## src/design/adsr_env_pkg.sv

```systemverilog
`timescale 1ns / 1ps
// ----------------------------------------------------------------------------
// ADSR envelope package
// Shared constants, opcode codes, store row layout and control structs.
// ----------------------------------------------------------------------------
package adsr_env_pkg;

   localparam int NUM_OPERATORS   = 36;
   localparam int LEVEL_BITS      = 32;
   localparam int OP_ADDR_BITS    = (NUM_OPERATORS > 1) ? $clog2(NUM_OPERATORS) : 1;
   localparam int OP_IDX_BITS     = 6;
   localparam int SHIFT_BITS      = 5;
   localparam int RATE_BITS       = 3 * SHIFT_BITS;
   localparam int SUSTAIN_BITS    = 32;
   localparam int ATTACK_END_BITS = 8;

   // request tdata layout, lowest bits first
   localparam int REQ_FIELD_BITS  = OP_IDX_BITS + RATE_BITS + SUSTAIN_BITS;
   localparam int REQ_TDATA_BITS  = ((REQ_FIELD_BITS + 7) / 8) * 8;
   localparam int RSP_TDATA_BITS  = 32;

   typedef enum logic [1:0] {
      OP_TICK    = 2'd0,
      OP_KEY_ON  = 2'd1,
      OP_KEY_OFF = 2'd2,
      OP_LOAD    = 2'd3
   } opcode_type;

   // one operator row of the envelope store
   typedef struct packed {
      logic [LEVEL_BITS-1:0] level;
      logic [SHIFT_BITS-1:0] shift;
      logic                  attack;
      logic [LEVEL_BITS-1:0] bias;
      logic [RATE_BITS-1:0]  rate;    // release, decay, attack from msb down
      logic [LEVEL_BITS-1:0] sustain;
   } entry_type;

   typedef struct packed {
      logic capture;   // request beat taken, store read issued
      logic commit;    // row update and result load
   } ctrl_cmd_type;

   typedef struct packed {
      logic slot_free; // output register empty or draining this cycle
   } dp_status_type;

endpackage

```

## src/design/adsr_env_ctrl.sv

```systemverilog
`timescale 1ns / 1ps
// ----------------------------------------------------------------------------
// ADSR envelope controller
// Two-state sequencer: take a beat and read the store, then update and emit.
// ----------------------------------------------------------------------------
module adsr_env_ctrl (
   input  logic                        clock,
   input  logic                        reset,
   input  logic                        req_tvalid,
   output logic                        req_tready,
   input  adsr_env_pkg::dp_status_type status,
   output adsr_env_pkg::ctrl_cmd_type  cmd
);
   import adsr_env_pkg::*;

   typedef enum logic [1:0] {
      ST_IDLE = 2'b01,
      ST_EXEC = 2'b10
   } state_type;

   state_type state_ff;
   state_type state_in;

   always_comb begin
      state_in    = state_ff;
      req_tready  = 1'b0;
      cmd.capture = 1'b0;
      cmd.commit  = 1'b0;
      unique case (state_ff)
         ST_IDLE: begin
            req_tready = 1'b1;
            if (req_tvalid) begin
               cmd.capture = 1'b1;
               state_in    = ST_EXEC;
            end
         end
         ST_EXEC: begin
            // hold until the result register can take the beat
            if (status.slot_free) begin
               cmd.commit = 1'b1;
               state_in   = ST_IDLE;
            end
         end
         default: begin
            state_in = ST_IDLE;
         end
      endcase
   end

   always_ff @(posedge clock) begin
      if (reset) begin
         state_ff <= ST_IDLE;
      end else begin
         state_ff <= state_in;
      end
   end

endmodule

```

## src/design/adsr_env_dp.sv

```systemverilog
`timescale 1ns / 1ps
// ----------------------------------------------------------------------------
// ADSR envelope datapath
// Operator store with valid bits, envelope update logic and result register.
// ----------------------------------------------------------------------------
module adsr_env_dp (
   input  logic                                       clock,
   input  logic                                       reset,
   input  logic [adsr_env_pkg::REQ_TDATA_BITS-1:0]    req_tdata,
   input  logic [1:0]                                 req_tuser,
   output logic                                       rsp_tvalid,
   input  logic                                       rsp_tready,
   output logic [adsr_env_pkg::RSP_TDATA_BITS-1:0]    rsp_tdata,
   output logic                                       rsp_tuser,
   input  adsr_env_pkg::ctrl_cmd_type                 cmd,
   output adsr_env_pkg::dp_status_type                status
);
   import adsr_env_pkg::*;

   // request field unpack
   logic [OP_IDX_BITS-1:0]  req_idx;
   logic [RATE_BITS-1:0]    req_rate;
   logic [SUSTAIN_BITS-1:0] req_sustain;
   logic                    req_in_range;

   assign req_idx      = req_tdata[OP_IDX_BITS-1:0];
   assign req_rate     = req_tdata[OP_IDX_BITS +: RATE_BITS];
   assign req_sustain  = req_tdata[OP_IDX_BITS + RATE_BITS +: SUSTAIN_BITS];
   assign req_in_range = ((OP_IDX_BITS + 1)'(req_idx) < (OP_IDX_BITS + 1)'(NUM_OPERATORS));

   // captured item
   opcode_type              op_ff;
   logic [OP_ADDR_BITS-1:0] addr_ff;
   logic                    in_range_ff;
   logic [RATE_BITS-1:0]    rate_ff;
   logic [LEVEL_BITS-1:0]   sustain_ff;

   always_ff @(posedge clock) begin
      if (cmd.capture) begin
         op_ff       <= opcode_type'(req_tuser);
         addr_ff     <= req_idx[OP_ADDR_BITS-1:0];
         in_range_ff <= req_in_range;
         rate_ff     <= req_rate;
         sustain_ff  <= req_sustain[LEVEL_BITS-1:0];
      end
   end

   // operator store, registered read
   entry_type                  row_mem [NUM_OPERATORS];
   logic [NUM_OPERATORS-1:0]   vld_ff;
   entry_type                  rd_row_ff;
   logic                       rd_vld_ff;
   entry_type                  wr_row;
   logic                       wr_en;

   always_ff @(posedge clock) begin
      if (cmd.capture && req_in_range) begin
         rd_row_ff <= row_mem[req_idx[OP_ADDR_BITS-1:0]];
      end
      if (wr_en) begin
         row_mem[addr_ff] <= wr_row;
      end
   end

   always_ff @(posedge clock) begin
      if (reset) begin
         vld_ff    <= '0;
         rd_vld_ff <= 1'b0;
      end else begin
         if (cmd.capture) begin
            rd_vld_ff <= req_in_range && vld_ff[req_idx[OP_ADDR_BITS-1:0]];
         end
         if (wr_en) begin
            vld_ff[addr_ff] <= 1'b1;
         end
      end
   end

   // envelope update
   entry_type             cur;
   logic [LEVEL_BITS-1:0] decayed;
   logic [LEVEL_BITS-1:0] summed;
   logic [LEVEL_BITS-1:0] result;

   assign cur     = rd_vld_ff ? rd_row_ff : '0;
   assign decayed = cur.level - (cur.level >> cur.shift);
   assign summed  = cur.level + cur.bias;
   assign wr_en   = cmd.commit && in_range_ff;

   always_comb begin
      wr_row = cur;
      result = '0;
      unique case (op_ff)
         OP_TICK: begin
            wr_row.level = decayed;
            if (cur.attack) begin
               result = ~cur.level;
               // attack ends once the inverted level drops under 256
               if (decayed[LEVEL_BITS-1:ATTACK_END_BITS] == '0) begin
                  wr_row.attack = 1'b0;
                  wr_row.bias   = cur.sustain;
                  wr_row.level  = ~cur.sustain;
                  wr_row.shift  = cur.rate[SHIFT_BITS +: SHIFT_BITS];
               end
            end else begin
               result = summed;
            end
         end
         OP_KEY_ON: begin
            if (!cur.attack) begin
               wr_row.attack = 1'b1;
               wr_row.level  = ~summed;
               wr_row.shift  = cur.rate[SHIFT_BITS-1:0];
            end
         end
         OP_KEY_OFF: begin
            if (cur.attack) begin
               wr_row.level  = ~cur.level;
               wr_row.attack = 1'b0;
            end else begin
               wr_row.level = summed;
               wr_row.bias  = '0;
            end
            wr_row.shift = cur.rate[2*SHIFT_BITS +: SHIFT_BITS];
         end
         OP_LOAD: begin
            wr_row.rate    = rate_ff;
            wr_row.sustain = sustain_ff;
         end
         default: begin
            wr_row = cur;
         end
      endcase
   end

   // result register
   logic                      rsp_valid_ff;
   logic [RSP_TDATA_BITS-1:0] rsp_data_ff;
   logic                      rsp_attack_ff;

   assign status.slot_free = !rsp_valid_ff || rsp_tready;

   always_ff @(posedge clock) begin
      if (reset) begin
         rsp_valid_ff <= 1'b0;
      end else if (cmd.commit) begin
         rsp_valid_ff <= 1'b1;
      end else if (rsp_tready) begin
         rsp_valid_ff <= 1'b0;
      end
   end

   always_ff @(posedge clock) begin
      if (cmd.commit) begin
         rsp_data_ff   <= in_range_ff ? RSP_TDATA_BITS'(result) : '0;
         rsp_attack_ff <= in_range_ff && wr_row.attack;
      end
   end

   assign rsp_tvalid = rsp_valid_ff;
   assign rsp_tdata  = rsp_data_ff;
   assign rsp_tuser  = rsp_attack_ff;

endmodule

```

## src/design/adsr_envelope_generator_core.sv

```systemverilog
`timescale 1ns / 1ps
// ----------------------------------------------------------------------------
// ADSR envelope generator core
// Per-operator envelope store with exponential shift decay and key control.
// ----------------------------------------------------------------------------
//  channel | dir | handshake            | payload
//  req     | in  | req_tvalid/tready    | tuser opcode, tdata operator + rates
//  rsp     | out | rsp_tvalid/tready    | tdata level, tuser attack flag
//
//  Each beat first reads the operator row from the store, then updates the
//  row and loads the result register.
//  A new beat is taken while the previous result still waits in rsp.
//  A stalled rsp holds the update step until the result register drains.
//  Synchronous reset clears the row valid bits; rows read as zero until written.
// ----------------------------------------------------------------------------
module adsr_envelope_generator_core (
   input  logic                                    clock,
   input  logic                                    reset,
   input  logic                                    req_tvalid,
   output logic                                    req_tready,
   // [5:0] operator_index, [10:6] attack_shift, [15:11] decay_shift,
   // [20:16] release_shift, [52:21] sustain_value, [55:53] zero
   input  logic [adsr_env_pkg::REQ_TDATA_BITS-1:0] req_tdata,
   input  logic [1:0]                              req_tuser,  // [1:0] opcode
   output logic                                    rsp_tvalid,
   input  logic                                    rsp_tready,
   output logic [adsr_env_pkg::RSP_TDATA_BITS-1:0] rsp_tdata,  // [31:0] envelope_level
   output logic                                    rsp_tuser   // [0] in_attack
);
   import adsr_env_pkg::*;

   ctrl_cmd_type  cmd;
   dp_status_type status;

   adsr_env_ctrl u_ctrl (
      .clock      (clock),
      .reset      (reset),
      .req_tvalid (req_tvalid),
      .req_tready (req_tready),
      .status     (status),
      .cmd        (cmd)
   );

   adsr_env_dp u_dp (
      .clock      (clock),
      .reset      (reset),
      .req_tdata  (req_tdata),
      .req_tuser  (req_tuser),
      .rsp_tvalid (rsp_tvalid),
      .rsp_tready (rsp_tready),
      .rsp_tdata  (rsp_tdata),
      .rsp_tuser  (rsp_tuser),
      .cmd        (cmd),
      .status     (status)
   );

   a_one_beat_in_work: assert property (@(posedge clock) disable iff (reset)
      (req_tvalid && req_tready) |=> !req_tready)
      else $error("request taken while a beat is in work");

   a_commit_loads_result: assert property (@(posedge clock) disable iff (reset)
      cmd.commit |=> rsp_tvalid)
      else $error("committed beat did not reach the result register");

   a_commit_needs_slot: assert property (@(posedge clock) disable iff (reset)
      cmd.commit |-> (!rsp_tvalid || rsp_tready))
      else $error("result register overwritten");

endmodule

```

## config.mk

```make
export PLATFORM = sky130hd
export DESIGN_NAME = adsr_envelope_generator_core
export DESIGN_NICKNAME = d
export VERILOG_FILES = /design/src/design/adsr_env_pkg.sv /design/src/design/adsr_env_ctrl.sv /design/src/design/adsr_env_dp.sv /design/src/design/adsr_envelope_generator_core.sv
export SDC_FILE = /design/constraint.sdc
export NUM_CORES = 2
export LEC_CHECK = 0
export BUFFER_PORTS_ARGS = -buffer_cell sky130_fd_sc_hd__clkbuf_2
export CAP_MARGIN = 10
export CORE_ASPECT_RATIO = 1.75
export CORE_MARGIN = 2
export CORE_UTILIZATION = 63
export CTS_BUF_LIST = sky130_fd_sc_hd__clkbuf_16
export DETAILED_ROUTE_END_ITERATION = 6
export MAX_ROUTING_LAYER = met4
export PLACE_DENSITY = 0.79
export SETUP_SLACK_MARGIN = 0.2
export SLEW_MARGIN = 10
export SYNTH_ARGS = -nofsm -noshare
export SYNTH_HDL_FRONTEND = slang
export SYNTH_HIERARCHICAL = 1
export SYNTH_MEMORY_MAX_BITS = 65536
export SYNTH_SLANG_ARGS = --single-unit
```

## constraint.sdc

```tcl
create_clock -name clock -period 13.9 [get_ports clock]
set_input_delay 2.78 -clock clock [delete_from_list [all_inputs] [get_ports clock]]
set_output_delay 2.78 -clock clock [all_outputs]
set_load 0.01 [all_outputs]
```

# Word level (Yosys, flattened, before mapping)
# Memory sizes are Yosys's and may differ from the RTL's. A register that Yosys moved wholly into a read port is not among the register bits.
# Cells that the tools add are included.
[word_totals]
input_bits = 62
mem_bits_rw = 4212
register_bits = 129
out_inout_bits = 35
memories = 1
elab_cells = 67
[memory_table]
columns = ["name", "depth", "width", "rd", "rd_ports_with_merged_regs", "wr", "line_no", "source"]
rows = [
  ["u_dp.row_mem", 36, 117, 1, 1, 1, "adsr_env_dp.sv:49", "entry_type row_mem [NUM_OPERATORS];"],
]
[classes]
shift = 1
order_cmp = 4
addsub = 2
n_reduce_logical = 12
n_eq_ne = 7
bitwise_logic = 4
mux = 25
[op_table]
columns = ["op", "n"]
rows = [
  ["$mux 70", 2],
  ["$mux 117", 1],
  ["$pmux 38 s3", 1],
  ["$not 32->32", 3],
  ["$mux 32", 2],
  ["$pmux 32 s2", 1],
  ["$mux 47", 1],
  ["$mux 38", 1],
  ["$or 36x36->36", 1],
  ["$add 32x32->32", 1],
  ["$shr 32x5->32", 1],
  ["$sub 32x32->32", 1],
  ["$logic_not 24->1", 1],
  ["$lt 6x7->1 const B", 2],
  ["$mux 1", 11],
  ["$bmux 1 s6", 1],
  ["$demux 1 s6", 1],
  ["$eq 2x2->1 const B", 3],
  ["$ge 6x1->1 const B", 1],
  ["$lt 6x6->1 const B", 1],
  ["$logic_and 1x1->1", 5],
  ["$eq 2x1->1 const B", 2],
  ["$mux 2", 2],
  ["$ne 2x2->1 const B", 2],
  ["6 further kinds", 7],
]

# Depth between registers and ports, before layout
[logic_depth]
word_depth = 8
mapped_depth = 27
mapped_depth_nobuf = 24

# Cells and area by module
# The synthesis kept the hierarchy.
[by_module_without_submodules]
columns = ["mod", "seq_area_each_um2", "cells_per_inst", "instances", "area_per_inst_um2"]
rows = [
  ["adsr_env_dp", 133428.0, 8023, 1, 175515.8],
  ["adsr_env_ctrl", 40.0, 9, 1, 95.1],
]

# Worst setup path after synthesis
# OpenSTA, ideal clock, no wires.
[synth_path]
path_type = "input port to flip-flop"
start = "input port rsp_tready"
end = "memory u_dp/row_mem[26][0] in the netlist's numbering, enable pin"
path_slack_ps = 3170
n_path_buf = 0
path_stages = 6
t_arrival_ps = 10133
setup_time_ps = 596
t_required_ps = 13304
cell_sequence = "nand2b_1 > nand2_1 > nor2_1 > nand2b_1 > or3_1 > nor2_1"
[synth_lines]
columns = ["item", "line_no", "source"]
rows = [
  ["from (decl)", "adsr_envelope_generator_core.sv:26", "input logic rsp_tready,"],
  ["to (decl)", "adsr_env_dp.sv:49", ""],
]

==> flow_metrics.env <==
export IMPL_netlist_area_leader_share=0.755
export IMPL_min_period_over_period=0.697
export IMPL_ys_seq_elements=4458
export IMPL_synth_net_count=8160
export IMPL_mappedNetlistArea_um2=176000
export IMPL_finalCriticalPeriod_ns=9.69
export IMPL_ctsHoldBuffers=0
export IMPL_asyncSetResetFlopFracSynth=0
export IMPL_critical_path_peak_fanout=63
export IMPL_drtPass1Iterations=7
export IMPL_worstSkewPairLatency_ns=0.99
export IMPL_reg_to_reg_critical_path_endpoint="u_dp/row_mem[3][55]"
export IMPL_rsz0062_at_grt="no"
export IMPL_core_area_um2=277000
export IMPL_power_density_cell_area_nw_per_um2=137
export IMPL_hold_viol=0
export IMPL_layout_cells_sized_above_1=0.266
export IMPL_placement_rows=256
export IMPL_initial_antenna_violation_count=18
export IMPL_r2r_cells=23
export IMPL_max_freq_mhz=103
export IMPL_ys_warnings_count=6
export IMPL_hold_path_end="u_dp/vld_ff[3]"
export IMPL_ir_worst_vdd_mv=0.126
export IMPL_leakage_nw=61.8
export IMPL_average_vias_per_placed_instance=7.59
export IMPL_synth_ff_type="edfxtp_1"
export IMPL_drt_initial_drc_count=16300
export IMPL_sequential_element_share_of_the_synthesized_area=0.760
export IMPL_grt_first_pass_wirelength_um=724000
export IMPL_hold_path_class="register to register"
export IMPL_final_setup_viol_count=0
export IMPL_cts_root_buffer_cell="clkbuf_16"
export IMPL_maximum_number_of_pins_on_one_net_before_global_route_repair=145
export IMPL_met2RoutedLength_um=262000
export IMPL_tightest_slew_margin_relative_to_the_limit=0.119
export IMPL_cts_buffers=374
export IMPL_synth_avg_cell_area_um2=21.9
export IMPL_cts_resized=0
export IMPL_wirelength_um=521000
export IMPL_critical_r2r_launch="u_dp/rd_vld_ff"
export IMPL_htreeDepth=5
export IMPL_post_cts_buffers=0
export IMPL_die_w_um=403
export IMPL_cts_root_to_sink_buffers=4
export IMPL_syn_inst=8032
export IMPL_outcome="complete, but fails checks"
export IMPL_critical_path_arrival_ns=10.23
export IMPL_ioPinCount=97
export IMPL_detail_route_antenna_nets=0
export IMPL_clkSlewWorstSetupHoldPaths_ns=0.08
export IMPL_dp_hpwl_um=252000
export IMPL_worstSetupStartpointType="register"
export IMPL_failed_checks="DRC"
export IMPL_layout_area_overhead_vs_synth_pct=10.2
export IMPL_floorplan_die_height_um=702
export IMPL_synth_enable_flop_cells=4418
export IMPL_first_global_vias=93100
export IMPL_placedCellCount=11500
export IMPL_synth_top_cells_by_area="edfxtp_1 76%, mux4_2 17%, mux2i_1 0.92%"
export IMPL_worstSetupEndpointType="register"
export IMPL_port_buffers=93
export IMPL_fin_skew_ns=0.0655
export IMPL_final_estimated_routing_congestion_in_global_placement=0.959
export IMPL_final_non_filler_cells=12200
export IMPL_final_max_slew_violation_count=0
export IMPL_totalNegativeSetupSlack_ns=0
export IMPL_timing_setup_critical_path_class="register to register"
export IMPL_yosys_cell_types_count=90
export IMPL_route_vias_total=92500
export IMPL_drc=16
export IMPL_whs_path_depth=2
export IMPL_final_nets=8390
export IMPL_cts_sinks=4458
export IMPL_dieArea_um2=283000
export IMPL_yosysTopAreaCell="edfxtp_1"
export IMPL_start_util=0.633
export IMPL_routedWlPerCell_um=42.7
export IMPL_met3_length_um=60500
export IMPL_worst_endpoint_required_ns=14.44
export IMPL_grt_use_total=0.383
export IMPL_r2r_slack_ns=4.21
export IMPL_grt_overflow_total=0
export IMPL_worst_slew_pin_transition_ns=1.32
export IMPL_max_cap_violations=0
export IMPL_tritoncts="yes"
export IMPL_min_delay_start="u_dp/vld_ff[3]"
export IMPL_detail_route_wirelength_met1_um=162000
export IMPL_maxUsedRoutingLayer="met4"
[kinds of logic after synthesis]
family | after synthesis | synth area share
buffers and inverters | 477 | 0.0105
flip-flops | 4458 | 0.760
XOR/XNOR | 48 | 0.00244
AO/OA/AOI/OAI | 617 | 0.0224
adder cells (fa/ha/maj) | 66 | 0.00479
AND/OR/NAND/NOR | 889 | 0.0226
multiplexers | 1477 | 0.177
[synthesized netlist by cell type, drive strengths merged, types with 23 or more instances]
| library cell | number |
|---|---|
| nand4 | 23 |
| nor3 | 23 |
| nand3 | 69 |
| inv | 31 |
| nor2 | 236 |
| a22o | 35 |
| dfxtp | 40 |
| mux4 | 1305 |
| a31oi | 24 |
| a21oi | 125 |
| mux2i | 163 |
| buf | 139 |
| ha | 64 |
| and2 | 57 |
| clkbuf | 306 |
| nand2 | 398 |
| a211oi | 27 |
| o21ai | 240 |
| xnor2 | 30 |
| edfxtp | 4418 |
| o211ai | 25 |
[worst max-delay path, cell delays in order, from the launching register on]
cell and delay (ns):
dfxtp_4 0.38, buf_4 0.57, buf_4 0.63, nand2_1 0.33, inv_1 0.31, nand2_1 0.09, o21ai_0 0.14, mux2i_1 0.18
o21ai_0 0.30, o21ai_0 0.13, o21ai_0 0.43, inv_1 0.09, ha_1 0.29, nand3b_1 0.15, a21oi_1 0.29, o21ai_1 0.27
a21boi_0 0.38, o221ai_1 0.22, a2111oi_0 0.84, and4bb_2 0.58, nand4_4 0.26, nor2_4 0.64, buf_4 0.57, a22o_1 1.07
[final cells by class]
| cell class | count | area, µm² |
|---|---|---|
| diodes | 20 | 50.0 |
| clock buffers | 383 | 9580 |
| clock inverters | 283 | 2300 |
| fillers | 15200 | 83900 |
| inverters | 32 | 120 |
| multi-input cells | 3097 | 41000 |
| flip-flops and latches | 4458 | 133000 |
| well taps | 3612 | 4520 |
| repair buffers | 299 | 2480 |
[worst max-delay path by stage]
stage                        start              endpoint  slack (ns)  cells after the start
floorplan               rsp_tready   u_dp/row_mem[26][0]        3.17                      6
global placement    u_dp/rd_vld_ff   u_dp/row_mem[0][78]        4.69                     23
detailed placement  u_dp/rd_vld_ff  u_dp/row_mem[15][54]        4.54                     23
CTS                 u_dp/rd_vld_ff  u_dp/row_mem[14][57]        4.38                     23
global route        u_dp/rd_vld_ff  u_dp/row_mem[10][56]        4.05                     23
finish              u_dp/rd_vld_ff   u_dp/row_mem[3][55]        4.21                     23
[per-stage QoR]
step	power [W]	setup WS (ns)	hold slack (ns)	area, µm²	util
after floorplan	0.0158	3.17	0.435	176000	-
after global placement	0.0162	4.69	0.444	181000	0.654
after detailed placement	0.0162	4.54	0.456	181000	0.654
after CTS	0.0265	4.38	0.470	193000	0.697
after global routing	0.0270	4.05	0.490	193000	0.698
final	0.0265	4.21	0.471	193000	0.698
[registers in the layout, summed over array words and instances, names as in the netlist]
name,count
u_dp/row_mem,4212
u_dp/rd_row_ff,117
u_dp/vld_ff,36
u_dp/rsp_tdata,32
u_dp/sustain_ff,32
u_dp/rate_ff,15
u_dp/addr_ff,6
u_ctrl/state_ff,2
u_dp/op_ff,2
u_dp/in_range_ff,1
u_dp/rd_vld_ff,1
u_dp/rsp_tuser,1
u_dp/rsp_tvalid,1
[per-layer routing]
layer	global-route usage	up-vias
met5	-	-
met3	0.0709	1862
li1	-	34200
met4	0.212	0
met1	0.464	47700
met2	0.616	8616
[cells in the final DEF (no fill, tap or decap), types with 91 or more instances in the layout]
cell type and count:
a21oi_1 109, buf_4 171, clkbuf_16 383, edfxtp_1 4418, inv_1 91, mux2i_1 162
mux4_2 1305, nand2_1 396, nor2_1 193, o21ai_0 221
[where the power goes]
part / internal, W / switching (W) / total [W] / leakage, nW
combinational: 0.000466 / 0.000692 / 0.00116 / 15.0
sequential: 0.0148 / 0.0000493 / 0.0148 / 40.8
clock: 0.00560 / 0.00488 / 0.0105 / 6.01
total: 0.0208 / 0.00563 / 0.0265 / 61.8
Note: power is estimated with default switching activity, not from simulation.
